### config.mk
export PLATFORM = sky130hd
export DESIGN_NAME = command_line_tokenizer_unit
export DESIGN_NICKNAME = d
export VERILOG_FILES = /design/src/rtl/cltok_pkg.sv /design/src/rtl/command_line_tokenizer_unit.sv
export SDC_FILE = /design/constraint.sdc
export NUM_CORES = 1
export LEC_CHECK = 0
export BUFFER_PORTS_ARGS = -buffer_cell sky130_fd_sc_hd__buf_4
export CAP_MARGIN = 10
export CORE_ASPECT_RATIO = 0.5
export CORE_MARGIN = 2
export CORE_UTILIZATION = 55
export CTS_BUF_LIST = sky130_fd_sc_hd__clkbuf_8
export DETAILED_ROUTE_END_ITERATION = 10
export GPL_ROUTABILITY_DRIVEN = 0
export GPL_TIMING_DRIVEN = 0
export PLACE_DENSITY = 0.72
export SYNTH_ARGS = -nofsm -noshare
export SYNTH_HDL_FRONTEND = slang
export SYNTH_SLANG_ARGS = --single-unit
### constraint.sdc
create_clock -name clk_i -period 21.9 [get_ports clk_i]
set_input_delay 1.095 -clock clk_i [delete_from_list [all_inputs] [get_ports clk_i]]
set_output_delay 1.095 -clock clk_i [all_outputs]
set_load 0.005 [all_outputs]
### src/rtl/cltok_pkg.sv
package cltok_pkg;

  localparam int unsigned TOKEN_LIMIT_DEF = 100;
  localparam int unsigned LINE_LENGTH_DEF = 1024;

  localparam logic [7:0] CHAR_HASH  = 8'h23;
  localparam logic [7:0] CHAR_QUOTE = 8'h22;
  localparam logic [7:0] CHAR_AMP   = 8'h26;
  localparam logic [7:0] CHAR_GT    = 8'h3E;
  localparam logic [7:0] CHAR_LT    = 8'h3C;
  localparam logic [7:0] CHAR_NUL   = 8'h00;
  localparam logic [7:0] CHAR_SPACE = 8'h20;
  localparam logic [7:0] CHAR_TAB   = 8'h09;
  localparam logic [7:0] CHAR_CR    = 8'h0D;

  localparam logic KIND_BYTE    = 1'b0;
  localparam logic KIND_END     = 1'b1;
  localparam logic RESULT_TOKEN = 1'b0;
  localparam logic RESULT_SUM   = 1'b1;

  typedef enum logic [3:0] {
    MODE_BETWEEN = 4'b0001,
    MODE_PLAIN   = 4'b0010,
    MODE_QUOTED  = 4'b0100,
    MODE_DONE    = 4'b1000
  } mode_e;

  typedef struct packed {
    logic       result_kind;
    logic [6:0] token_index;
    logic [9:0] token_start;
    logic [9:0] token_length;
    logic [6:0] token_count;
    logic [6:0] command_count;
    logic       background;
    logic       output_redirect;
    logic       input_redirect;
    logic       line_empty;
    logic       last;
  } result_t;

  function automatic logic is_space(input logic [7:0] b);
    return (b == CHAR_SPACE) || ((b >= CHAR_TAB) && (b <= CHAR_CR));
  endfunction

  // Returns (s - n) mod 3 for s in 0..2 and n in 1..3.
  function automatic logic [1:0] slot_back(input logic [1:0] s, input logic [1:0] n);
    logic [2:0] t;
    t = {1'b0, s} + 3'd3 - {1'b0, n};
    if (t >= 3'd3) begin
      t = t - 3'd3;
    end
    return t[1:0];
  endfunction

endpackage

### src/rtl/command_line_tokenizer_unit.sv
// Command line tokenizer.
// The input channel (valid_i, stall_o, kind_i, char_code_i) takes one byte of a
// shell command line per transaction, then an end of line transaction (kind_i
// high). The output channel (valid_o, stall_i and the result fields) carries a
// token report for each finished token and one summary per line, marked by
// last_o.
// Each input transaction is processed in the cycle it is accepted, and its
// results are registered in the result queue. The block takes one byte per
// cycle while stall_o is low; the scan state is updated as each byte is taken.
// An end of line transaction with a token still open yields two results,
// which leave the four-entry result queue one after the other.
// When the receiver stalls, results wait in the queue; stall_o rises while
// the queue holds three or more results, so that room for two is left on accept.
// Reset empties the queue and returns the scanner to the start of a line
// with no tokens found.
module command_line_tokenizer_unit #(
  parameter int unsigned TOKEN_LIMIT = cltok_pkg::TOKEN_LIMIT_DEF,
  parameter int unsigned LINE_LENGTH = cltok_pkg::LINE_LENGTH_DEF
) (
  input  logic       clk_i,
  input  logic       rst_ni,
  input  logic       valid_i,
  output logic       stall_o,
  input  logic       kind_i,
  input  logic [7:0] char_code_i,
  output logic       valid_o,
  input  logic       stall_i,
  output logic       result_kind_o,
  output logic [6:0] token_index_o,
  output logic [9:0] token_start_o,
  output logic [9:0] token_length_o,
  output logic [6:0] token_count_o,
  output logic [6:0] command_count_o,
  output logic       background_o,
  output logic       output_redirect_o,
  output logic       input_redirect_o,
  output logic       line_empty_o,
  output logic       last_o
);
  import cltok_pkg::*;

  localparam int unsigned PosW  = $clog2(LINE_LENGTH);
  localparam int unsigned CntW  = $clog2(TOKEN_LIMIT + 1);
  localparam int unsigned Depth = 4;
  localparam int unsigned PtrW  = 2;
  localparam int unsigned FillW = 3;

  mode_e            mode_q, mode_d;
  logic [PosW-1:0]  pos_q, pos_d;
  logic             prev_q, prev_d;
  logic [PosW-1:0]  start_q, start_d;
  logic [CntW-1:0]  tokens_q, tokens_d;
  logic             saw_q, saw_d;
  logic [9:0]       info_q [3];
  logic [9:0]       info_d [3];
  logic [1:0]       slot_q, slot_d;
  logic [7:0]       first_q, first_d;

  logic             in_acc, out_acc;
  logic             byte_sp, cut, in_tok, finish;
  logic [PosW-1:0]  tok_len;
  logic [9:0]       new_info;
  logic [9:0]       fin_info [3];
  logic [CntW-1:0]  fin_tokens;
  logic [1:0]       fin_slot;

  logic             bg, outr, inr;
  logic [CntW-1:0]  cnt1, cnt2, cnt3;
  logic [9:0]       t_bg, t_out, t_in;

  logic [CntW+6:0]  ext_index, ext_count, ext_cmd;
  logic [PosW+9:0]  ext_start, ext_len;

  result_t          rep, sum, entry0;
  result_t          fifo_q [Depth];
  logic [PtrW-1:0]  wr_q, rd_q;
  logic [FillW-1:0] fill_q, fill_d;
  logic             push0, push1;
  result_t          head;

  assign in_acc  = valid_i && !stall_o;
  assign out_acc = valid_o && !stall_i;

  assign byte_sp = is_space(char_code_i);
  assign in_tok  = (mode_q == MODE_PLAIN) || (mode_q == MODE_QUOTED);
  assign cut     = (pos_q >= PosW'(LINE_LENGTH - 1)) || (char_code_i == CHAR_NUL) ||
                   ((char_code_i == CHAR_HASH) && ((pos_q == '0) || prev_q));
  assign tok_len = pos_q - start_q;

  always_comb begin
    new_info = '0;
    if (tok_len != '0) begin
      new_info = {1'b0, 1'b1, first_q};
    end
    if (tok_len == PosW'(1)) begin
      new_info[9] = 1'b1;
    end
  end

  always_comb begin
    mode_d  = mode_q;
    pos_d   = pos_q;
    prev_d  = prev_q;
    start_d = start_q;
    first_d = first_q;
    saw_d   = saw_q;
    finish  = 1'b0;

    if (kind_i == KIND_END) begin
      finish = in_tok;
    end else if (mode_q != MODE_DONE) begin
      if (cut) begin
        finish = in_tok;
      end else begin
        if (!byte_sp) begin
          saw_d = 1'b1;
        end
        case (mode_q)
          MODE_BETWEEN: begin
            if (!byte_sp) begin
              if (char_code_i == CHAR_QUOTE) begin
                mode_d  = MODE_QUOTED;
                start_d = pos_q + 1'b1;
                first_d = '0;
              end else begin
                mode_d  = MODE_PLAIN;
                start_d = pos_q;
                first_d = char_code_i;
              end
            end
          end
          MODE_PLAIN: begin
            finish = byte_sp;
          end
          MODE_QUOTED: begin
            if (char_code_i == CHAR_QUOTE) begin
              finish = 1'b1;
            end else if (pos_q == start_q) begin
              first_d = char_code_i;
            end
          end
          default: begin
          end
        endcase
        prev_d = byte_sp;
        pos_d  = pos_q + 1'b1;
      end
    end

    fin_info   = info_q;
    fin_tokens = tokens_q;
    fin_slot   = slot_q;
    if (finish) begin
      fin_info[slot_q] = new_info;
      fin_tokens       = tokens_q + 1'b1;
      fin_slot         = (slot_q == 2'd2) ? 2'd0 : slot_q + 2'd1;
      mode_d           = (fin_tokens == CntW'(TOKEN_LIMIT)) ? MODE_DONE : MODE_BETWEEN;
    end
    if ((kind_i == KIND_BYTE) && (mode_q != MODE_DONE) && cut) begin
      mode_d = MODE_DONE;
    end

    tokens_d = fin_tokens;
    slot_d   = fin_slot;
    info_d   = fin_info;

    if (kind_i == KIND_END) begin
      mode_d   = MODE_BETWEEN;
      pos_d    = '0;
      prev_d   = 1'b0;
      start_d  = '0;
      tokens_d = '0;
      saw_d    = 1'b0;
      first_d  = '0;
      slot_d   = '0;
      info_d   = '{default: '0};
    end
  end

  // The trailing tokens are checked from the last one backward.
  always_comb begin
    t_bg  = fin_info[slot_back(fin_slot, 2'd1)];
    bg    = (fin_tokens != '0) && t_bg[9] && (t_bg[7:0] == CHAR_AMP);
    cnt1  = fin_tokens - CntW'(bg);
    t_out = fin_info[slot_back(fin_slot, 2'd1 + {1'b0, bg})];
    outr  = (cnt1 != '0) && t_out[8] && (t_out[7:0] == CHAR_GT);
    cnt2  = cnt1 - CntW'(outr);
    t_in  = fin_info[slot_back(fin_slot, 2'd1 + {1'b0, bg} + {1'b0, outr})];
    inr   = (cnt2 != '0) && t_in[8] && (t_in[7:0] == CHAR_LT);
    cnt3  = cnt2 - CntW'(inr);
  end

  assign ext_index = {7'd0, tokens_q};
  assign ext_count = {7'd0, fin_tokens};
  assign ext_cmd   = {7'd0, cnt3};
  assign ext_start = {10'd0, start_q};
  assign ext_len   = {10'd0, tok_len};

  always_comb begin
    rep              = '0;
    rep.result_kind  = RESULT_TOKEN;
    rep.token_index  = ext_index[6:0];
    rep.token_start  = ext_start[9:0];
    rep.token_length = ext_len[9:0];

    sum                 = '0;
    sum.result_kind     = RESULT_SUM;
    sum.token_count     = ext_count[6:0];
    sum.command_count   = ext_cmd[6:0];
    sum.background      = bg;
    sum.output_redirect = outr;
    sum.input_redirect  = inr;
    sum.line_empty      = !saw_q;
    sum.last            = 1'b1;

    entry0 = finish ? rep : sum;
  end

  assign push0 = in_acc && (finish || (kind_i == KIND_END));
  assign push1 = in_acc && finish && (kind_i == KIND_END);

  always_comb begin
    fill_d = fill_q + FillW'(push0) + FillW'(push1) - FillW'(out_acc);
  end

  always_ff @(posedge clk_i or negedge rst_ni) begin
    if (!rst_ni) begin
      mode_q   <= MODE_BETWEEN;
      pos_q    <= '0;
      prev_q   <= 1'b0;
      start_q  <= '0;
      tokens_q <= '0;
      saw_q    <= 1'b0;
      first_q  <= '0;
      slot_q   <= '0;
      info_q   <= '{default: '0};
    end else if (in_acc) begin
      mode_q   <= mode_d;
      pos_q    <= pos_d;
      prev_q   <= prev_d;
      start_q  <= start_d;
      tokens_q <= tokens_d;
      saw_q    <= saw_d;
      first_q  <= first_d;
      slot_q   <= slot_d;
      info_q   <= info_d;
    end
  end

  always_ff @(posedge clk_i) begin
    if (push0) begin
      fifo_q[wr_q] <= entry0;
    end
    if (push1) begin
      fifo_q[wr_q + 1'b1] <= sum;
    end
  end

  always_ff @(posedge clk_i or negedge rst_ni) begin
    if (!rst_ni) begin
      wr_q   <= '0;
      rd_q   <= '0;
      fill_q <= '0;
    end else begin
      wr_q   <= wr_q + PtrW'(push0) + PtrW'(push1);
      rd_q   <= rd_q + PtrW'(out_acc);
      fill_q <= fill_d;
    end
  end

  assign stall_o = fill_q >= FillW'(Depth - 1);
  assign valid_o = fill_q != '0;
  assign head    = fifo_q[rd_q];

  assign result_kind_o     = head.result_kind;
  assign token_index_o     = head.token_index;
  assign token_start_o     = head.token_start;
  assign token_length_o    = head.token_length;
  assign token_count_o     = head.token_count;
  assign command_count_o   = head.command_count;
  assign background_o      = head.background;
  assign output_redirect_o = head.output_redirect;
  assign input_redirect_o  = head.input_redirect;
  assign line_empty_o      = head.line_empty;
  assign last_o            = head.last;

`ifndef SYNTH
  a_fill_bound: assert property (@(posedge clk_i) disable iff (!rst_ni)
    fill_q <= FillW'(Depth))
    else $error("result queue overflow");

  a_end_gives_result: assert property (@(posedge clk_i) disable iff (!rst_ni)
    (in_acc && (kind_i == KIND_END)) |=> valid_o)
    else $error("end of line produced no result");

  a_end_clears_line: assert property (@(posedge clk_i) disable iff (!rst_ni)
    (in_acc && (kind_i == KIND_END)) |=>
      ((tokens_q == '0) && (mode_q == MODE_BETWEEN) && (pos_q == '0)))
    else $error("line state not cleared after end of line");

  a_token_bound: assert property (@(posedge clk_i) disable iff (!rst_ni)
    (tokens_q <= CntW'(TOKEN_LIMIT)) &&
    ((tokens_q != CntW'(TOKEN_LIMIT)) || (mode_q == MODE_DONE)))
    else $error("token count past limit");
`endif

endmodule
Yosys cells after proc, flatten, opt, wreduce, memory -nomap -nowiden --
Memories as Yosys holds them, arrays and structs flattened. Index checks and enable logic that the tools add are counted.
Word-level totals: register bits after elaboration 80, memory bits (writable) 188, input port bits 13, output and inout bits 49, logic and storage cells 185, memories kept 1
Memories:
- fifo_q | depth 4, width 47, rd ports 1, clocked after memory_dff 0, write ports 2, line command_line_tokenizer_unit.sv:75 | result_t fifo_q [Depth];
Operators by class: add/sub/neg operators 23, $lt $le $gt $ge 12, equal/unequal tests 21, mux-type cells 67, bitwise logic cells 5, reduce and logical (&&, ||, !) cells 42
Operator list (number):
- two-way mux 10 bit | 12
- binary-select mux 10 bit (select 2 bit) | 3
- two-way mux 30 bit | 2
- two-way mux 8 bit | 7
- == test 8 x 6 -> 1 bit (second input constant) | 6
- two-way mux 47 bit | 1
- two-way mux 9 bit | 5
- two-way mux 4 bit | 8
- bitwise mux 30 bit | 1
- nonzero test 7 bit | 3
- subtractor 7 x 1 -> 7 bit | 3
- demux 10 bit (select 2 bit) | 1
- logical AND 1 bit | 16
- two-way mux 1 bit | 16
- one-hot mux 8 bit (2 select lines) | 1
- two-way mux 7 bit | 2
- greater-or-equal comparator 3 x 2 -> 1 bit (second input constant) | 4
- greater-or-equal comparator 3 bit (second input constant) | 4
- two-way mux 2 bit | 6
- inverter 2 -> 3 bit | 4
- adder 10 x 1 -> 10 bit (second input constant) | 1
- == test 10 x 1 -> 1 bit (second input constant) | 1
- == test 10 bit | 1
- greater-or-equal comparator 10 bit (second input constant) | 1
- 39 further kinds | 61

Logic depth before layout (Yosys ltp) --
depth after elaboration 40, mapped depth 52, gate-level depth less buffers 49

Worst setup path before layout --
No wires, ideal clock.
kind input to register, from input port char_code_i[4], to memory fifo_q[1][11] in the netlist's numbering (data pin), setup time 0.265 ns, arrival time 10.202 ns, required time 21.635 ns, path slack 11.433 ns, stages on the path 46, path buffers 4, cells stage by stage nor3_2 -> nand3_1 -> or4_4 -> buf_6 -> nand3_2 -> buf_2 -> buf_1 -> buf_1 -> ha_1 -> inv_1 -> and4b_1 -> nor4_1 -> a22oi_1 -> inv_1 -> fa_1 -> inv_1 -> ha_1 -> nor2_1 -> [... 10 more ...] -> ha_1 -> inv_1 -> fa_1 -> ha_1 -> nand2b_1 -> nor2_1 -> a21oi_1 -> o21bai_1 -> o32ai_1 -> o32ai_4 -> nor2_1 -> ha_1 -> ha_1 -> inv_1 -> nor3_1 -> nand4b_1 -> xor2_1 -> nor2_1
RTL lines:
- start: declaration | line command_line_tokenizer_unit.sv:25 | input logic [7:0] char_code_i,
- end: declaration | line command_line_tokenizer_unit.sv:75

==> reports/metrics.yaml <==
run_status:
  outcome: "finished, final reports clean"
logic_synthesis:
  synth_mux_area_share_pct: 7.893
  synthSimpleGateAreaFrac_pct: 20.19
  synth-compound-area-share_pct: 17.10
  ys_seq_area_share_pct: 44.32
  yosysTopAreaCell: "dfxtp_1"
  syn_area_sq_um: 14460
  synth_edf_count: 72
  ys_warn_count: 0
  synth_top_family_by_area: "simple AND/OR/NAND/NOR gates"
  synth-main-ff-cell: "dfxtp_1"
  syn_area_per_cell_sq_um: 9.132
  synth-xor-area-share_pct: 2.389
  synth_cell_types: 88
  syn_inst: 1583
  synth_fp_nets: 1633
  synth_top_area_share_pct: 15.51
  synthAdderAreaFrac_pct: 3.514
  synth_area_leaders: "dfxtp_1 (16%), edfxtp_1 (15%), dfrtp_1 (14%)"
  ys_ff_latch: 264
  async_reset_ff_share_pct: 30.30
layout:
  n_fill_cell: 2081
  nets: 1734
  drive_gt1_share_pct: 11.61
  stdcell_count: 2058
  final_util_pct: 63.05
  areaGrowthSynthToFinish_pct: 11.19
  diodes: 0
clock_tree:
  cts_root_buf: "clkbuf_8"
  cts_resized: 0
  clk_path_buf_depth: 3
  cts.sinks: 264
  cts_htree_levels: 2
  cts_setup_buffers: 0
  worstSkewPairLatency_ps: 590
  cts_tree: "yes"
  cts_made_buffers: 39
  cts_hold_buf: 0
  clkTransAtPathRegs_ps: 60
critical_path:
  crit_path_end: "fifo_q[2][11]"
  cpMostUsedCell: "ha_1"
  crit_type: "input pin to register"
  worstReg2RegStart: "pos_q[0]"
  cp-start-kind: "input pin"
  required_ps: 22190
  worstPathArrival_ps: 12720
  rr_worst_depth: 48
  crit_start: "char_code_i[4]"
  r2r_end: "fifo_q[2][11]"
  crit_slowest_cell: "o32ai_1"
  ff2ff_setup_slack_ps: 9590
  cpPeakStageDelay_ps: 640
  critPathMaxFanout: 10
  end_kind: "register"
sta:
  relSlewSlack_pct: 23.59
  tightest_slew_ps: 1137
  finalWorstSetupSlack_ps: 9467
  fin_crit_sh_pct: 56.77
  rsz0062_at_grt: "no"
  fin_hold_ws_ps: 446.9
  final.min_clock_period_ps: 12430
  fin_skew_ps: 33.29
  timing.fmax_mhz: 80.43
  slew_viol_final: 0
  setup_viol: 0
  finalHoldViolations: 0
  fin_tns_setup_ps: 0
die:
  die_area_sq_um: 27680
  chipHeight_um: 118.6
  initial_core_util_pct: 56.70
  core_sq_um: 25500
  rows: 41
  ios: 62
  die_w_um: 233.3
place:
  dp.cells: 1987
  portBuffers: 60
  dp_hpwl_um: 31540
  place_ws_ps: 8988
drt:
  drcViolationCount: 0
  wire_per_inst_um: 21.50
  vias_per_cell: 6.415
  drt_pass1_iterations: 6
  final_antenna_net_count: 0
  wl_um: 44260
  drt_iter0_markers: 1742
  vias: 13200
global_route:
  grt_first_pass_wirelength_um: 69100
  gr-usage-all-layers_pct: 32.16
  grt_max_degree: 81
  grt_pass1_vias: 12690
  grt-ovfl-total: 0
  antenna_found_initial: 0
power:
  power.density_nw_per_um2: 121.2
  leakage_nw: 6.135
  ir_drop_uv: 76.68
hold_path:
  min_path_type: "register to register"
job:
  maxCapViolations: 0
## cell usage after synthesis, types with 9 or more instances
| master | number |
|---|---|
| xor2_1 | 10 |
| nand2b_1 | 15 |
| inv_1 | 43 |
| clkbuf_1 | 95 |
| nand3b_1 | 10 |
| o31ai_1 | 21 |
| nor2_1 | 195 |
| a32oi_1 | 24 |
| nand3_1 | 94 |
| ha_1 | 31 |
| edfxtp_1 | 72 |
| dfxtp_1 | 112 |
| nand4_1 | 11 |
| o22ai_1 | 13 |
| buf_1 | 15 |
| a31oi_1 | 12 |
| nor3_1 | 44 |
| mux4_2 | 46 |
| a21oi_1 | 150 |
| o21ai_0 | 96 |
| nand2_1 | 190 |
| nor4_1 | 9 |
| dfrtp_1 | 79 |
| xnor2_1 | 20 |
| a21o_1 | 11 |
| nor2b_1 | 13 |
## worst max-delay path: cells and delay by family
kind	cells	cell delay [ps]
mux	1	130
buf+inv	11	2180
compound gates	8	2460
simple gates	17	4020
fa+ha+maj	9	2510
xor+xnor	1	300
## registers in the layout (all words and copies together), names as in the netlist
name	count
fifo_q	184
info_q	30
pos_q	10
start_q	10
first_q	8
tokens_q	7
mode_q	4
fill_q	3
rd_q	2
slot_q	2
wr_q	2
prev_q	1
saw_q	1
## stage by stage
| step | area [sq um] | total power, W |
|---|---|---|
| 3_3_place_gp | 15340 | 0.001510 |
| 3_5_place_dp | 15340 | 0.001538 |
| 2_1_floorplan | 14460 | 0.001262 |
| 6_report | 16070 | 0.001948 |
| 5_1_grt | 16070 | 0.002063 |
| 4_1_cts | 16070 | 0.001932 |
## layout by cell type, fill, tap and decap left out, types with 7 or more instances in the layout
| master | instances |
|---|---|
| nor3b_1 | 7 |
| nand4_1 | 11 |
| o31ai_1 | 21 |
| nand3b_1 | 10 |
| nor2b_1 | 13 |
| mux4_2 | 46 |
| clkbuf_8 | 43 |
| nor2_1 | 195 |
| a21o_1 | 11 |
| edfxtp_1 | 72 |
| nand2b_1 | 15 |
| nor3_1 | 44 |
| a31oi_1 | 12 |
| a32oi_1 | 24 |
| inv_1 | 62 |
| o21ai_0 | 96 |
| a21oi_1 | 150 |
| xor2_1 | 10 |
| buf_4 | 62 |
| ha_1 | 31 |
| nor4_1 | 9 |
| xnor2_1 | 20 |
| or3_1 | 7 |
| buf_1 | 15 |
| nand3_1 | 94 |
| nand2_1 | 190 |
| clkbuf_1 | 95 |
| dfrtp_1 | 79 |
| o22ai_1 | 13 |
| buf_2 | 8 |
| dfxtp_1 | 112 |
## layout make-up
type	count	area (sq um)	share of cell area, %
timing repair buffer	60	450.4	2.802
tap	344	430.4	2.678
sequential	264	6407	39.86
inverter	46	172.7	1.074
clock inverter	28	145.1	0.9029
clock buffer	43	591.8	3.682
buffer	122	490.5	3.051
multi-input combinational	1151	7386	45.95
## cell families (layout without fill, tap and decap cells)
logic type,Yosys count,count (layout)
flops,264,264
compound gates,395,395
fa+ha+maj,37,37
buf+inv,168,299
xor+xnor,34,34
mux,56,56
simple gates,629,629
## layer usage
metal | track usage [%] | share of wire (%) | up-vias
li1 | - | - | 5937
met1 | 44.81 | 41 | 6352
met2 | 48.02 | 44 | 785
met3 | 8.953 | 12 | 128
met4 | 11.35 | 3.2 | 0
met5 | 0 | 0 | -
## worst min-delay path by stage
stage / startpoint / to / slack, ps / depth (start not counted)
after global routing: fifo_q[2][0] / fifo_q[2][0] / 470 / 2
final: fifo_q[0][0] / fifo_q[0][0] / 450 / 2
after global placement: fifo_q[0][0] / fifo_q[0][0] / 430 / 2
after detailed placement: fifo_q[0][0] / fifo_q[0][0] / 440 / 2
after CTS: fifo_q[0][0] / fifo_q[0][0] / 450 / 2
after floorplan: fifo_q[1][0] / fifo_q[1][0] / 420 / 2
## where the power goes
group          internal (W)  switching, W  leakage (nW)  total (W)
clock              0.000194      0.000203         0.450   0.000396
sequential         0.000597     0.0000806          2.52   0.000678
combinational      0.000344      0.000530          3.17   0.000874
total               0.00113      0.000814          6.13    0.00195
No activity file was read; power rests on OpenSTA's default activity.
